### config.mk
export PLATFORM = sky130hd
export DESIGN_NAME = preemptive_priority_scheduler_flat
export DESIGN_NICKNAME = d
export VERILOG_FILES = /design/src/rtl/core/pps_pkg.sv /design/src/rtl/core/pps_if.sv /design/src/rtl/core/pps_ram.sv /design/src/rtl/core/pps_select.sv /design/src/rtl/core/preemptive_priority_scheduler.sv /design/src/flat_wrapper.sv
export SDC_FILE = /design/constraint.sdc
export NUM_CORES = 1
export LEC_CHECK = 0
export BUFFER_PORTS_ARGS = -buffer_cell sky130_fd_sc_hd__buf_4
export CELL_PAD_IN_SITES_DETAIL_PLACEMENT = 1
export CELL_PAD_IN_SITES_GLOBAL_PLACEMENT = 1
export CORE_UTILIZATION = 54
export DETAILED_ROUTE_END_ITERATION = 8
export MAX_ROUTING_LAYER = met4
export PLACE_DENSITY = 0.87
export SKIP_CTS_REPAIR_TIMING = 1
export SYNTH_ARGS = -nofsm -noshare
export SYNTH_HDL_FRONTEND = slang
export SYNTH_HIERARCHICAL = 1
export SYNTH_SLANG_ARGS = --single-unit
### constraint.sdc
create_clock -name i_clk -period 7.4 [get_ports i_clk]
set_input_delay 1.11 -clock i_clk [delete_from_list [all_inputs] [get_ports i_clk]]
set_output_delay 1.11 -clock i_clk [all_outputs]
set_load 0.005 [all_outputs]
### src/rtl/core/pps_pkg.sv
// shared types and constants of the preemptive priority scheduler
`timescale 1ns / 1ps

package pps_pkg;

    // configuration register
    localparam int          ACTIVE_W     = 5;
    localparam logic [4:0]  ACTIVE_RESET = 5'd16;

    // item kinds
    localparam logic KIND_LOAD = 1'b0;
    localparam logic KIND_TICK = 1'b1;

    // saturating count of unfinished slots seen in a scan
    localparam logic [1:0] UNFIN_NONE = 2'd0;
    localparam logic [1:0] UNFIN_ONE  = 2'd1;
    localparam logic [1:0] UNFIN_MANY = 2'd2;

    typedef struct packed {
        logic        kind;
        logic [3:0]  slot;
        logic [15:0] arrival;
        logic [15:0] burst;
        logic [7:0]  prio;
    } t_in_item;

    typedef struct packed {
        logic        idle;
        logic [3:0]  running_slot;
        logic        finished;
        logic [23:0] comp_time;
        logic [23:0] turnaround;
        logic [23:0] waiting;
        logic        all_done;
    } t_out_item;

    // one word of the task table
    typedef struct packed {
        logic [15:0] arrival;
        logic [15:0] burst;
        logic [7:0]  prio;
        logic [15:0] remaining;
    } t_entry;

    localparam int ENTRY_W = $bits(t_entry);

    // control from the sequencer to the selector
    typedef struct packed {
        logic clear;
        logic eval;
    } t_sel_ctl;

    // selector status
    typedef struct packed {
        logic       found;
        logic [1:0] unfin;
    } t_sel_stat;

    typedef enum logic [2:0] {
        S_IDLE,
        S_LOAD,
        S_SCAN,
        S_UPD,
        S_DIFF,
        S_FIN
    } t_state;

endpackage

### src/rtl/core/pps_if.sv
// valid/ready channel interfaces for task items and result items
`timescale 1ns / 1ps

interface pps_in_if
    import pps_pkg::*;
();
    logic     valid;
    logic     ready;
    t_in_item data;

    modport source (output valid, output data, input ready);
    modport sink   (input valid, input data, output ready);
endinterface

interface pps_out_if
    import pps_pkg::*;
();
    logic      valid;
    logic      ready;
    t_out_item data;

    modport source (output valid, output data, input ready);
    modport sink   (input valid, input data, output ready);
endinterface

### src/rtl/core/pps_ram.sv
// generic simple dual-port ram with registered read
`timescale 1ns / 1ps

module pps_ram #(
    parameter int WIDTH = 56,
    parameter int DEPTH = 16
) (
    input  logic                     i_clk,
    input  logic                     i_we,
    input  logic [$clog2(DEPTH)-1:0] i_waddr,
    input  logic [WIDTH-1:0]         i_wdata,
    input  logic                     i_re,
    input  logic [$clog2(DEPTH)-1:0] i_raddr,
    output logic [WIDTH-1:0]         o_rdata
);

    logic [WIDTH-1:0] r_mem [DEPTH];
    logic [WIDTH-1:0] r_rdata;

    always_ff @(posedge i_clk) begin
        if (i_we) begin
            r_mem[i_waddr] <= i_wdata;
        end
        if (i_re) begin
            r_rdata <= r_mem[i_raddr];
        end
    end

    assign o_rdata = r_rdata;

endmodule

### src/rtl/core/pps_select.sv
// running winner selection over the entries streamed out of the task table
`timescale 1ns / 1ps

module pps_select
    import pps_pkg::*;
#(
    parameter int IDX_W     = 4,
    parameter int TIME_BITS = 24
) (
    input  logic                 i_clk,
    input  logic                 i_rst_n,
    input  t_sel_ctl             i_ctl,
    input  logic [IDX_W-1:0]     i_idx,
    input  t_entry               i_entry,
    input  logic                 i_live,
    input  logic [TIME_BITS-1:0] i_time,
    output t_sel_stat            o_stat,
    output logic [IDX_W-1:0]     o_slot,
    output t_entry               o_entry
);

    logic             r_found;
    logic [1:0]       r_unfin;
    logic [IDX_W-1:0] r_slot;
    t_entry           r_entry;

    logic [15:0] rem;
    logic        pending;
    logic        eligible;
    logic        better;

    always_comb begin
        rem      = i_live ? i_entry.remaining : 16'd0;
        pending  = (rem != 16'd0);
        eligible = pending && (TIME_BITS'(i_entry.arrival) <= i_time);
        // lower prio number wins, then earlier arrival, then the lower slot
        better   = !r_found
                || (i_entry.prio < r_entry.prio)
                || ((i_entry.prio == r_entry.prio) && (i_entry.arrival < r_entry.arrival));
    end

    always_ff @(posedge i_clk) begin
        if (!i_rst_n) begin
            r_found <= 1'b0;
            r_unfin <= UNFIN_NONE;
        end else if (i_ctl.clear) begin
            r_found <= 1'b0;
            r_unfin <= UNFIN_NONE;
        end else if (i_ctl.eval) begin
            if (pending && (r_unfin != UNFIN_MANY)) begin
                r_unfin <= r_unfin + 2'd1;
            end
            if (eligible && better) begin
                r_found <= 1'b1;
            end
        end
    end

    // an eligible entry is always a loaded one, so its stored remaining time holds
    always_ff @(posedge i_clk) begin
        if (i_ctl.eval && eligible && better) begin
            r_slot  <= i_idx;
            r_entry <= i_entry;
        end
    end

    assign o_stat.found = r_found;
    assign o_stat.unfin = r_unfin;
    assign o_slot       = r_slot;
    assign o_entry      = r_entry;

endmodule

### src/rtl/core/preemptive_priority_scheduler.sv
// top level of the preemptive priority scheduler
`timescale 1ns / 1ps

// The task table (arrival, burst, priority, remaining) lives in one ram with a
// single read port. A load transaction writes one slot and sets its remaining
// time to the burst; a tick transaction scans slots 0 .. n-1 (n = active_count
// clamped to MAX_TASKS), one slot per cycle, picks the arrived unfinished task
// with the lowest priority number (ties to the earlier arrival, then the
// lower slot), runs it for one time unit and writes its remaining time back.
// Every transaction gives exactly one result transaction. A tick goes through
// the states scan, update, diff and fin; a load through load, scan and fin.
// The result is registered on leaving fin. A new transaction is taken as
// soon as the previous result sits in the output register, even while that
// result waits for the sink. Slots never loaded since reset count as empty;
// the time counter saturates at all ones and time values are reported in
// their low 24 bits. active_count is to be written only while the block is
// idle; the block itself does not enforce this.
module preemptive_priority_scheduler
    import pps_pkg::*;
#(
    parameter int MAX_TASKS = 16,
    parameter int TIME_BITS = 24
) (
    input  logic                i_clk,
    input  logic                i_rst_n,
    pps_in_if.sink              i_task,
    pps_out_if.source           o_res,
    input  logic                i_cfg_we,
    input  logic [ACTIVE_W-1:0] i_cfg_wdata
);

    localparam int IDX_W = $clog2(MAX_TASKS);
    localparam int CNT_W = $clog2(MAX_TASKS + 1);
    localparam int LIM_W = (CNT_W > ACTIVE_W) ? CNT_W : ACTIVE_W;
    localparam logic [TIME_BITS-1:0] TIME_MAX = {TIME_BITS{1'b1}};

    // control registers
    t_state                r_state, n_state;
    logic [ACTIVE_W-1:0]   r_active;
    logic [CNT_W-1:0]      r_idx, n_idx;
    logic                  r_pend, n_pend;
    logic [MAX_TASKS-1:0]  r_live;
    logic [TIME_BITS-1:0]  r_time, n_time;
    logic                  r_out_valid;

    // payload registers
    t_in_item              r_item;
    logic [CNT_W-1:0]      r_limit;
    logic [IDX_W-1:0]      r_eval_idx;
    logic                  r_fin, n_fin;
    logic [TIME_BITS-1:0]  r_tat, n_tat;
    t_out_item             r_out;

    // handshakes
    logic in_fire;
    logic take_out;

    // table access
    logic                  ram_we;
    logic [IDX_W-1:0]      ram_waddr;
    t_entry                ram_wdata;
    logic                  rd_en;
    t_entry                rd_entry;
    logic                  load_we;

    // selector
    t_sel_ctl              sel_ctl;
    t_sel_stat             sel_stat;
    logic [IDX_W-1:0]      best_slot;
    t_entry                best_entry;

    // helpers
    logic [IDX_W+3:0]      slot_ext;
    logic [IDX_W-1:0]      slot_addr;
    logic                  slot_ok;
    logic [IDX_W+3:0]      best_ext;
    t_entry                load_entry;
    t_entry                upd_entry;
    logic [LIM_W-1:0]      act_ext;
    logic [LIM_W-1:0]      max_ext;
    logic [LIM_W-1:0]      lim_sel;
    logic [TIME_BITS-1:0]  burst_ext;
    logic [TIME_BITS-1:0]  wait_full;
    logic [TIME_BITS+23:0] comp_ext;
    logic [TIME_BITS+23:0] tat_ext;
    logic [TIME_BITS+23:0] wait_ext;
    t_out_item             res;

    assign in_fire      = i_task.valid && i_task.ready;
    assign i_task.ready = (r_state == S_IDLE);
    assign o_res.valid  = r_out_valid;
    assign o_res.data   = r_out;

    // load slot decode, out-of-range slots are dropped
    assign slot_ext  = (IDX_W + 4)'(r_item.slot);
    assign slot_addr = slot_ext[IDX_W-1:0];
    assign slot_ok   = (32'(r_item.slot) < MAX_TASKS);
    assign best_ext  = (IDX_W + 4)'(best_slot);

    // active slot count clamped to the table depth
    assign act_ext = LIM_W'(r_active);
    assign max_ext = LIM_W'(MAX_TASKS);
    assign lim_sel = (act_ext > max_ext) ? max_ext : act_ext;

    always_comb begin
        load_entry.arrival   = r_item.arrival;
        load_entry.burst     = r_item.burst;
        load_entry.prio      = r_item.prio;
        load_entry.remaining = r_item.burst;
        upd_entry            = best_entry;
        upd_entry.remaining  = best_entry.remaining - 16'd1;
    end

    pps_ram #(
        .WIDTH (ENTRY_W),
        .DEPTH (MAX_TASKS)
    ) u_table (
        .i_clk   (i_clk),
        .i_we    (ram_we),
        .i_waddr (ram_waddr),
        .i_wdata (ram_wdata),
        .i_re    (rd_en),
        .i_raddr (r_idx[IDX_W-1:0]),
        .o_rdata (rd_entry)
    );

    pps_select #(
        .IDX_W     (IDX_W),
        .TIME_BITS (TIME_BITS)
    ) u_select (
        .i_clk   (i_clk),
        .i_rst_n (i_rst_n),
        .i_ctl   (sel_ctl),
        .i_idx   (r_eval_idx),
        .i_entry (rd_entry),
        .i_live  (r_live[r_eval_idx]),
        .i_time  (r_time),
        .o_stat  (sel_stat),
        .o_slot  (best_slot),
        .o_entry (best_entry)
    );

    // sequencer: next state and table control
    always_comb begin
        n_state   = r_state;
        n_idx     = r_idx;
        n_pend    = 1'b0;
        n_time    = r_time;
        n_fin     = r_fin;
        n_tat     = r_tat;
        sel_ctl   = '0;
        ram_we    = 1'b0;
        ram_waddr = slot_addr;
        ram_wdata = load_entry;
        rd_en     = 1'b0;
        load_we   = 1'b0;
        take_out  = 1'b0;
        case (r_state)
            S_IDLE: begin
                if (in_fire) begin
                    sel_ctl.clear = 1'b1;
                    n_idx         = '0;
                    n_state       = (i_task.data.kind == KIND_LOAD) ? S_LOAD : S_SCAN;
                end
            end
            S_LOAD: begin
                // write before the scan so all_done sees the new entry
                load_we = slot_ok;
                ram_we  = slot_ok;
                n_state = S_SCAN;
            end
            S_SCAN: begin
                // read issue and evaluation overlap; each slot is evaluated in the cycle after its read
                rd_en        = (r_idx < r_limit);
                sel_ctl.eval = r_pend;
                n_pend       = rd_en;
                if (rd_en) begin
                    n_idx = r_idx + CNT_W'(1);
                end
                if (!rd_en && !r_pend) begin
                    n_state = (r_item.kind == KIND_LOAD) ? S_FIN : S_UPD;
                end
            end
            S_UPD: begin
                n_time = (r_time == TIME_MAX) ? r_time : r_time + TIME_BITS'(1);
                if (sel_stat.found) begin
                    ram_we    = 1'b1;
                    ram_waddr = best_slot;
                    ram_wdata = upd_entry;
                end
                n_fin   = sel_stat.found && (best_entry.remaining == 16'd1);
                n_state = S_DIFF;
            end
            S_DIFF: begin
                // time is already advanced and, when a winner was found, never below its arrival here
                n_tat   = r_time - TIME_BITS'(best_entry.arrival);
                n_state = S_FIN;
            end
            S_FIN: begin
                if (!r_out_valid || o_res.ready) begin
                    take_out = 1'b1;
                    n_state  = S_IDLE;
                end
            end
            default: begin
                n_state = S_IDLE;
            end
        endcase
    end

    // result assembly
    always_comb begin
        burst_ext = TIME_BITS'(best_entry.burst);
        wait_full = (r_tat >= burst_ext) ? r_tat - burst_ext : '0;
        comp_ext  = (TIME_BITS + 24)'(r_time);
        tat_ext   = (TIME_BITS + 24)'(r_tat);
        wait_ext  = (TIME_BITS + 24)'(wait_full);
        res       = '0;
        res.idle  = 1'b1;
        if (r_item.kind == KIND_TICK) begin
            res.idle     = !sel_stat.found;
            res.all_done = (sel_stat.unfin == UNFIN_NONE)
                        || ((sel_stat.unfin == UNFIN_ONE) && r_fin);
            if (sel_stat.found) begin
                res.running_slot = best_ext[3:0];
            end
            if (r_fin) begin
                res.finished   = 1'b1;
                res.comp_time  = comp_ext[23:0];
                res.turnaround = tat_ext[23:0];
                res.waiting    = wait_ext[23:0];
            end
        end else begin
            res.all_done = (sel_stat.unfin == UNFIN_NONE);
        end
    end

    always_ff @(posedge i_clk) begin
        if (!i_rst_n) begin
            r_state     <= S_IDLE;
            r_active    <= ACTIVE_RESET;
            r_idx       <= '0;
            r_pend      <= 1'b0;
            r_live      <= '0;
            r_time      <= '0;
            r_out_valid <= 1'b0;
        end else begin
            r_state <= n_state;
            r_idx   <= n_idx;
            r_pend  <= n_pend;
            r_time  <= n_time;
            if (i_cfg_we) begin
                r_active <= i_cfg_wdata;
            end
            if (load_we) begin
                r_live[slot_addr] <= 1'b1;
            end
            if (take_out) begin
                r_out_valid <= 1'b1;
            end else if (o_res.ready) begin
                r_out_valid <= 1'b0;
            end
        end
    end

    always_ff @(posedge i_clk) begin
        r_eval_idx <= r_idx[IDX_W-1:0];
        r_fin      <= n_fin;
        r_tat      <= n_tat;
        if (in_fire) begin
            r_item  <= i_task.data;
            r_limit <= lim_sel[CNT_W-1:0];
        end
        if (take_out) begin
            r_out <= res;
        end
    end

    // time only moves forward
    a_time_monotonic: assert property (@(posedge i_clk) disable iff (!i_rst_n)
        i_rst_n |=> (r_time >= $past(r_time)))
        else $error("time counter went backwards");

    // the table is written only by a load or by the winner update
    a_write_states: assert property (@(posedge i_clk) disable iff (!i_rst_n)
        ram_we |-> ((r_state == S_LOAD) || (r_state == S_UPD)))
        else $error("table written outside load or update");

    // no read of the table while it is being written
    a_no_rw_overlap: assert property (@(posedge i_clk) disable iff (!i_rst_n)
        ram_we |-> !rd_en)
        else $error("table read and write in the same cycle");

    // a completion always comes with a running task
    a_finish_not_idle: assert property (@(posedge i_clk) disable iff (!i_rst_n)
        (o_res.valid && o_res.data.finished) |-> !o_res.data.idle)
        else $error("finished result marked idle");

endmodule

### src/flat_wrapper.sv
// flat-port wrapper written by rule: the top's interface ports become plain ports
module preemptive_priority_scheduler_flat import pps_pkg::*;
#(
    parameter int MAX_TASKS = 16,
    parameter int TIME_BITS = 24
)
  (i_clk, i_rst_n, i_cfg_we, i_cfg_wdata, i_task_valid, i_task_data, i_task_ready, o_res_valid, o_res_data, o_res_ready);
  pps_in_if i_task_i ();
  pps_out_if o_res_i ();
  input  logic i_clk;
  input  logic i_rst_n;
  input  logic i_cfg_we;
  input  logic [ACTIVE_W-1:0] i_cfg_wdata;
  input wire logic [$bits(i_task_i.valid)-1:0] i_task_valid;
  input wire logic [$bits(i_task_i.data)-1:0] i_task_data;
  output wire logic [$bits(i_task_i.ready)-1:0] i_task_ready;
  output wire logic [$bits(o_res_i.valid)-1:0] o_res_valid;
  output wire logic [$bits(o_res_i.data)-1:0] o_res_data;
  input wire logic [$bits(o_res_i.ready)-1:0] o_res_ready;
  assign i_task_i.valid = i_task_valid;
  assign i_task_i.data = i_task_data;
  assign i_task_ready = i_task_i.ready;
  assign o_res_valid = o_res_i.valid;
  assign o_res_data = o_res_i.data;
  assign o_res_i.ready = o_res_ready;
  preemptive_priority_scheduler #(.MAX_TASKS(MAX_TASKS), .TIME_BITS(TIME_BITS)) u_core (.i_clk(i_clk), .i_rst_n(i_rst_n), .i_task(i_task_i), .o_res(o_res_i), .i_cfg_we(i_cfg_we), .i_cfg_wdata(i_cfg_wdata));
endmodule
; ---- Word level (Yosys, flattened, before mapping)
; Memory sizes are Yosys's and may differ from the RTL's. A register that Yosys moved wholly into a read port is not among the register bits.
; Cells that the tools add are included.
[word_totals]
regBits = 276
mem_bits_rw = 896
inputBits = 55
out_inout_bits = 81
elab_cells = 130
mem_count = 1
[memory_table]
columns = name, words, word_bits, read_ports, rd_ports_with_merged_regs, wr, line
row1 = u_core.u_table.r_mem, 16, 56, 1, 1, 1, pps_ram.sv:17  ; logic [WIDTH-1:0] r_mem [DEPTH];
[op_classes]
addsub = 6
magnitude_cmp = 9
eq_ne = 14
mux = 34
bitwise = 3
n_reduce_logical = 33
[op_table]
columns = operator, n
row1 = two-way mux 56 bit, 2
row2 = two-way mux 73 bit, 1
row3 = subtractor 24 x 16 -> 24 bit, 2
row4 = "adder 24 x 1 -> 24 bit, second input constant", 1
row5 = "equality test 24 bit, second input constant", 1
row6 = >= comparator 24 x 16 -> 1 bit, 1
row7 = <= comparator 16 x 24 -> 1 bit, 1
row8 = two-way mux 24 bit, 1
row9 = case mux 3 bit (6 select lines), 1
row10 = "equality test 16 x 1 -> 1 bit, second input constant", 1
row11 = less-than comparator 16 bit, 1
row12 = two-way mux 16 bit, 1
row13 = OR 16 bit, 1
row14 = nonzero test 16 bit, 1
row15 = "subtractor 16 x 1 -> 16 bit, second input constant", 1
row16 = two-way mux 1 bit, 15
row17 = two-way mux 3 bit, 4
row18 = logical AND 1 bit, 11
row19 = "less-than comparator 4 x 5 -> 1 bit, second input constant", 2
row20 = two-way mux 5 bit, 2
row21 = case mux 5 bit (2 select lines), 1
row22 = AND reduction 2 bit, 5
row23 = AND reduction 3 bit, 3
row24 = equality test 8 bit, 1
row25 = other kinds (24), 38

; ---- Logic depth before layout (Yosys ltp)
[logic_depth]
depth_word = 7
depth_mapped = 12

; ---- Hierarchy
; Netlist, hierarchy kept.
[by_module_without_submodules]
columns = module, n_inst, cells_each, area_each_um2, seq_area_each_um2
row1 = pps_ram, 1, 1445, 35238.8, 28587.4
row2 = preemptive_priority_scheduler, 1, 1032, 10735.3, 5805.6
row3 = pps_select, 1, 221, 2994.1, 1861.8

; ---- Worst setup path before layout
; Ideal clock, no wire load.
[synth_path]
path_type = register to register
from = register u_core.r_state[0]
to = memory u_core.u_table.r_mem[0][0], enable pin
t_arrival_ns = 5.918
required_ns = 6.861
path_slack_ns = 0.943
stages_incl_launch_ff = 11
path_buffers = 2
cell_sequence = dfxtp_1 -> clkbuf_1 -> nand2b_1 -> or2_2 -> inv_1 -> nand2_1 -> clkbuf_1 -> nand2_1 -> nand2_1 -> or3b_2 -> nor3_1
[synth_between]
word_cells_on_any_way = 6
cone_classes = eq/ne: 2 / mux: 4
[synth_lines]
columns = item, line
row1 = from (decl), preemptive_priority_scheduler.sv:38  ; t_state r_state, n_state;
row2 = from (signal assigned), preemptive_priority_scheduler.sv:248  ; r_state <= n_state;
row3 = equality test 3 x 2 -> 1 bit, preemptive_priority_scheduler.sv:158  ; case (r_state)
row4 = two-way mux 4 bit, preemptive_priority_scheduler.sv:158
row5 = named net u_core.ram_waddr[2], preemptive_priority_scheduler.sv:60  ; logic [IDX_W-1:0] ram_waddr;
row6 = to (decl), pps_ram.sv:17
; The timed path passes the listed nets, and every way through them passes these cells.

; ---- Worst setup path in the final report
[layout_path]
from = register u_core.r_state[1]
to = memory u_core.u_table.r_mem[3][16], enable pin
; The elaborated chain is that of the path after synthesis.

==> results.toml <==
[floorplanning]
die_area_sq_um = 91900
die_h_microns = 303
die_x_microns = 303
pin_count = 136
row_count = 110
initial_core_util_pct = 54.5
core_sq_um = 89900

[place]
numPortBuffers = 135
dp_slack_ns = 2.67
placed_area_sq_um = 51400
gp_congestion = 0.902
dp_hpwl_microns = 74400

[setup_path]
reg2regPathDepth = 8
max_stage_delay_ns = 0.96
cp-end-kind = "flip-flop"
crit_family = "simple AND/OR/NAND/NOR gates"
cpMostUsedCell = "nand2_1"
cp.required_ns = 7.74
reg2reg_setup_slack_ns = 2.46
crit_buf_inv = 2
r2r-start = "u_core/r_state[1]$_SDFFE_PN0P_"
cp-start-kind = "flip-flop"
path_cells = "inv_1 > or2_2 > nor2_1 > nand2_1 > nand2_1 > nand2_1 > nor2_4 > buf_4"
critical_path.slowest_cell = "nor2_4"
cp_max_fo = 36
worstSetupPathType = "flip-flop to flip-flop"
timing.rr.end = "u_core/u_table/r_mem[3][16]$_DFFE_PP_"
cp.arrival_ns = 5.28

[route]
first_pass_iters = 5
route.vias.total = 27100
drt-initial-drc-count = 3197
avgViaCountPerCell = 6.49
routed_wirelength_microns = 132000
wl_per_cell_microns = 31.6
antenna_left = 0
drc = 0

[grt]
grt_pass1_wl_microns = 192000
grtUsageTotal_pct = 30.0
globalRouteOverflowTotal = 0
grt_pass1_vias = 28500
antenna_found_initial = 8
grt_max_degree = 175

[pwr]
pwr-share-clk_pct = 33.8
swShare_pct = 26.3
p_comb_share_pct = 16.1
ir_worst_vdd_mv = 0.235
p_per_area_nw_per_um2 = 313
p_leak_nw = 18.2
p_seq_share_pct = 50.1
power_switching_w = 0.00454
intPower_w = 0.0127

[timing]
final-hold-violation-count = 0
setup_viol = 0
drv_slew = 0
worst_slack_ns = 2.46
fin_tns_setup_ns = 0
max-slew-margin-rel_pct = 18.3
min_period_ns = 4.94
tightest_slew_ns = 1.22
fmax_mhz = 202
rsz0062_at_grt = "no"
skew_ns = 0.0526
fin_crit_sh_pct = 66.8

[min_path]
hp-start = "u_core/u_table/o_rdata[30]$_DFFE_PP_"
hold_class = "flip-flop to flip-flop"
min_to = "u_core/u_select/o_entry[30]$_DFFE_PP_"
whs_path_depth = 0

[finish]
final_layout_size_suffix_gt1_share_pct = 21.6
area_delta_synth_final_pct = 12.6
final_nets = 3032
fillers = 7727
finalInstanceArea_sq_um = 55200
finish.utilization_pct = 61.4
layout_common_cells = "edfxtp_1 (1166), mux4_2 (229), nand2_1 (193)"
layout_commonest_cell = "edfxtp_1"

[clocking]
cts_sinks = 1228
htreeDepth = 3
cts_tree = "built"
clock_latency_ns = 0.75
clockBufferDepth = 3
root_buffer = "clkbuf_16"
cts.clk_slew.worst_paths_ns = 0.06
cts_made_buffers = 117

[run_status]
outcome = "complete, no violations"

[synthesis]
ys_async_sr_fraction_pct = 0
syn_inst = 2698
syn-cell-area_sq_um = 49000
avgSynthCellArea_sq_um = 18.1
synth_edf_count = 1166
synth_nets = 2835
synth_cell_types = 70
ys.flop_type = "edfxtp_1"
ys.warnings.count = 6
synth_seq_area_share_pct = 74.0
ys_ff_latch = 1228

[run]
max_cap_violations = 0
==> per-layer routing <==
layer  global-route usage (%)  wire length, microns
met1                     37.3                 48800
met2                     50.1                 68200
met3                     4.68                 10800
met4                     10.7                  4230
met5                        -                     0
==> stage by stage <==
| step | cells | total power [W] | hold WS, ns |
|---|---|---|---|
| 2_1_floorplan | 2698 | 0.0107 | 0.395 |
| 3_3_place_gp | 3948 | 0.0113 | 0.404 |
| 3_5_place_dp | 3948 | 0.0115 | 0.406 |
| 4_1_cts | 4165 | 0.0173 | 0.410 |
| 5_1_grt | 4173 | 0.0177 | 0.423 |
| 6_report | 4173 | 0.0172 | 0.416 |
==> worst max path at each step <==
stage                                               from                                    end  slack (ns)  depth (start not counted)
after floorplan           u_core/r_state[0]$_SDFFE_PN0P_   u_core/u_table/r_mem[0][0]$_DFFE_PP_        0.94                         10
after global placement    u_core/r_state[1]$_SDFFE_PN0P_  u_core/u_table/r_mem[2][20]$_DFFE_PP_        3.03                          8
after detailed placement  u_core/r_state[1]$_SDFFE_PN0P_  u_core/u_table/r_mem[2][21]$_DFFE_PP_        2.67                          8
after CTS                 u_core/r_state[1]$_SDFFE_PN0P_  u_core/u_table/r_mem[3][14]$_DFFE_PP_        2.50                          8
after global routing      u_core/r_state[1]$_SDFFE_PN0P_  u_core/u_table/r_mem[3][14]$_DFFE_PP_        2.31                          8
final                     u_core/r_state[1]$_SDFFE_PN0P_  u_core/u_table/r_mem[3][16]$_DFFE_PP_        2.46                          8
==> synth_stat cells (7+ instances only) <==
cell type,n,area [sq um]
buf_2,14,70.1
o21a_1,19,143
nor2_1,96,360
nand2b_1,15,93.8
and3_1,50,313
edfxtp_1,1166,35000
dfxtp_1,62,1240
clkbuf_1,75,282
o21ai_0,74,370
a21o_1,8,60.1
xor2_1,24,210
a21oi_1,56,280
inv_1,100,375
ha_1,80,1000
nor4_1,15,93.8
mux4_2,229,5160
nor2b_1,36,225
o211ai_1,7,52.6
buf_6,17,191
a22oi_1,113,848
nand4_1,16,100
o31ai_1,7,52.6
and2_1,22,138
nor3_1,29,145
nand3b_1,7,52.6
nor2_2,10,62.6
xnor2_1,51,447
nand3_1,29,145
nand2_1,194,728
==> sequential cells by signal (all words and copies together), names as in the netlist, 2 cells and up <==
name                     count
u_core/r_idx                 5
u_core/r_time               24
u_core/act_ext               5
u_core/o_res.data           79
u_core/u_select/o_slot       4
u_core/slot_addr             4
u_core/r_live               16
u_core/r_limit               5
u_core/u_select/o_entry     56
u_core/r_state               3
u_core/u_table/o_rdata      56
u_core/r_tat                24
u_core/u_table/r_mem       896
u_core/r_eval_idx            4
u_core/u_select/r_unfin      2
u_core/load_entry           40
==> final cells by class <==
| type | instances | area (sq um) | area share [%] |
|---|---|---|---|
| Inverter | 100 | 375 | 0.681 |
| Clock buffer | 141 | 3070 | 5.56 |
| Timing Repair Buffer | 192 | 1470 | 2.66 |
| Multi-Input combinational cell | 1256 | 11900 | 21.5 |
| Antenna cell | 4 | 10.0 | 0.0181 |
| Sequential cell | 1228 | 36300 | 65.7 |
| Clock inverter | 76 | 614 | 1.11 |
| Tap cell | 1176 | 1470 | 2.67 |
==> worst register-to-register path: stages (launching register included) <==
cell and delay, ns:
dfxtp_1 0.56, inv_1 0.19, or2_2 0.40, nor2_1 0.79, nand2_1 0.20, nand2_1 0.31, nand2_1 0.37, nor2_4 0.96
buf_4 0.73
==> logic make-up after synthesis <==
kind of cell / synth area share [%]
and+or+nand+nor: 5.37
xor gates and xnor gates: 1.34
buffers and inverters: 2.01
muxes: 10.6
DFF: 74.0
AOI/OAI and AO/OA: 4.48
adders and majority gates: 2.13
==> power by group through the flow <==
stage	Sequential, W	Clock [W]	Combinational, W
floorplan	0.00860	0	0.00206
global placement	0.00873	0	0.00255
detailed placement	0.00878	0	0.00272
CTS	0.00864	0.00589	0.00278
global route	0.00866	0.00612	0.00296
finish	0.00863	0.00583	0.00278
(Power assumes the default switching activity.)
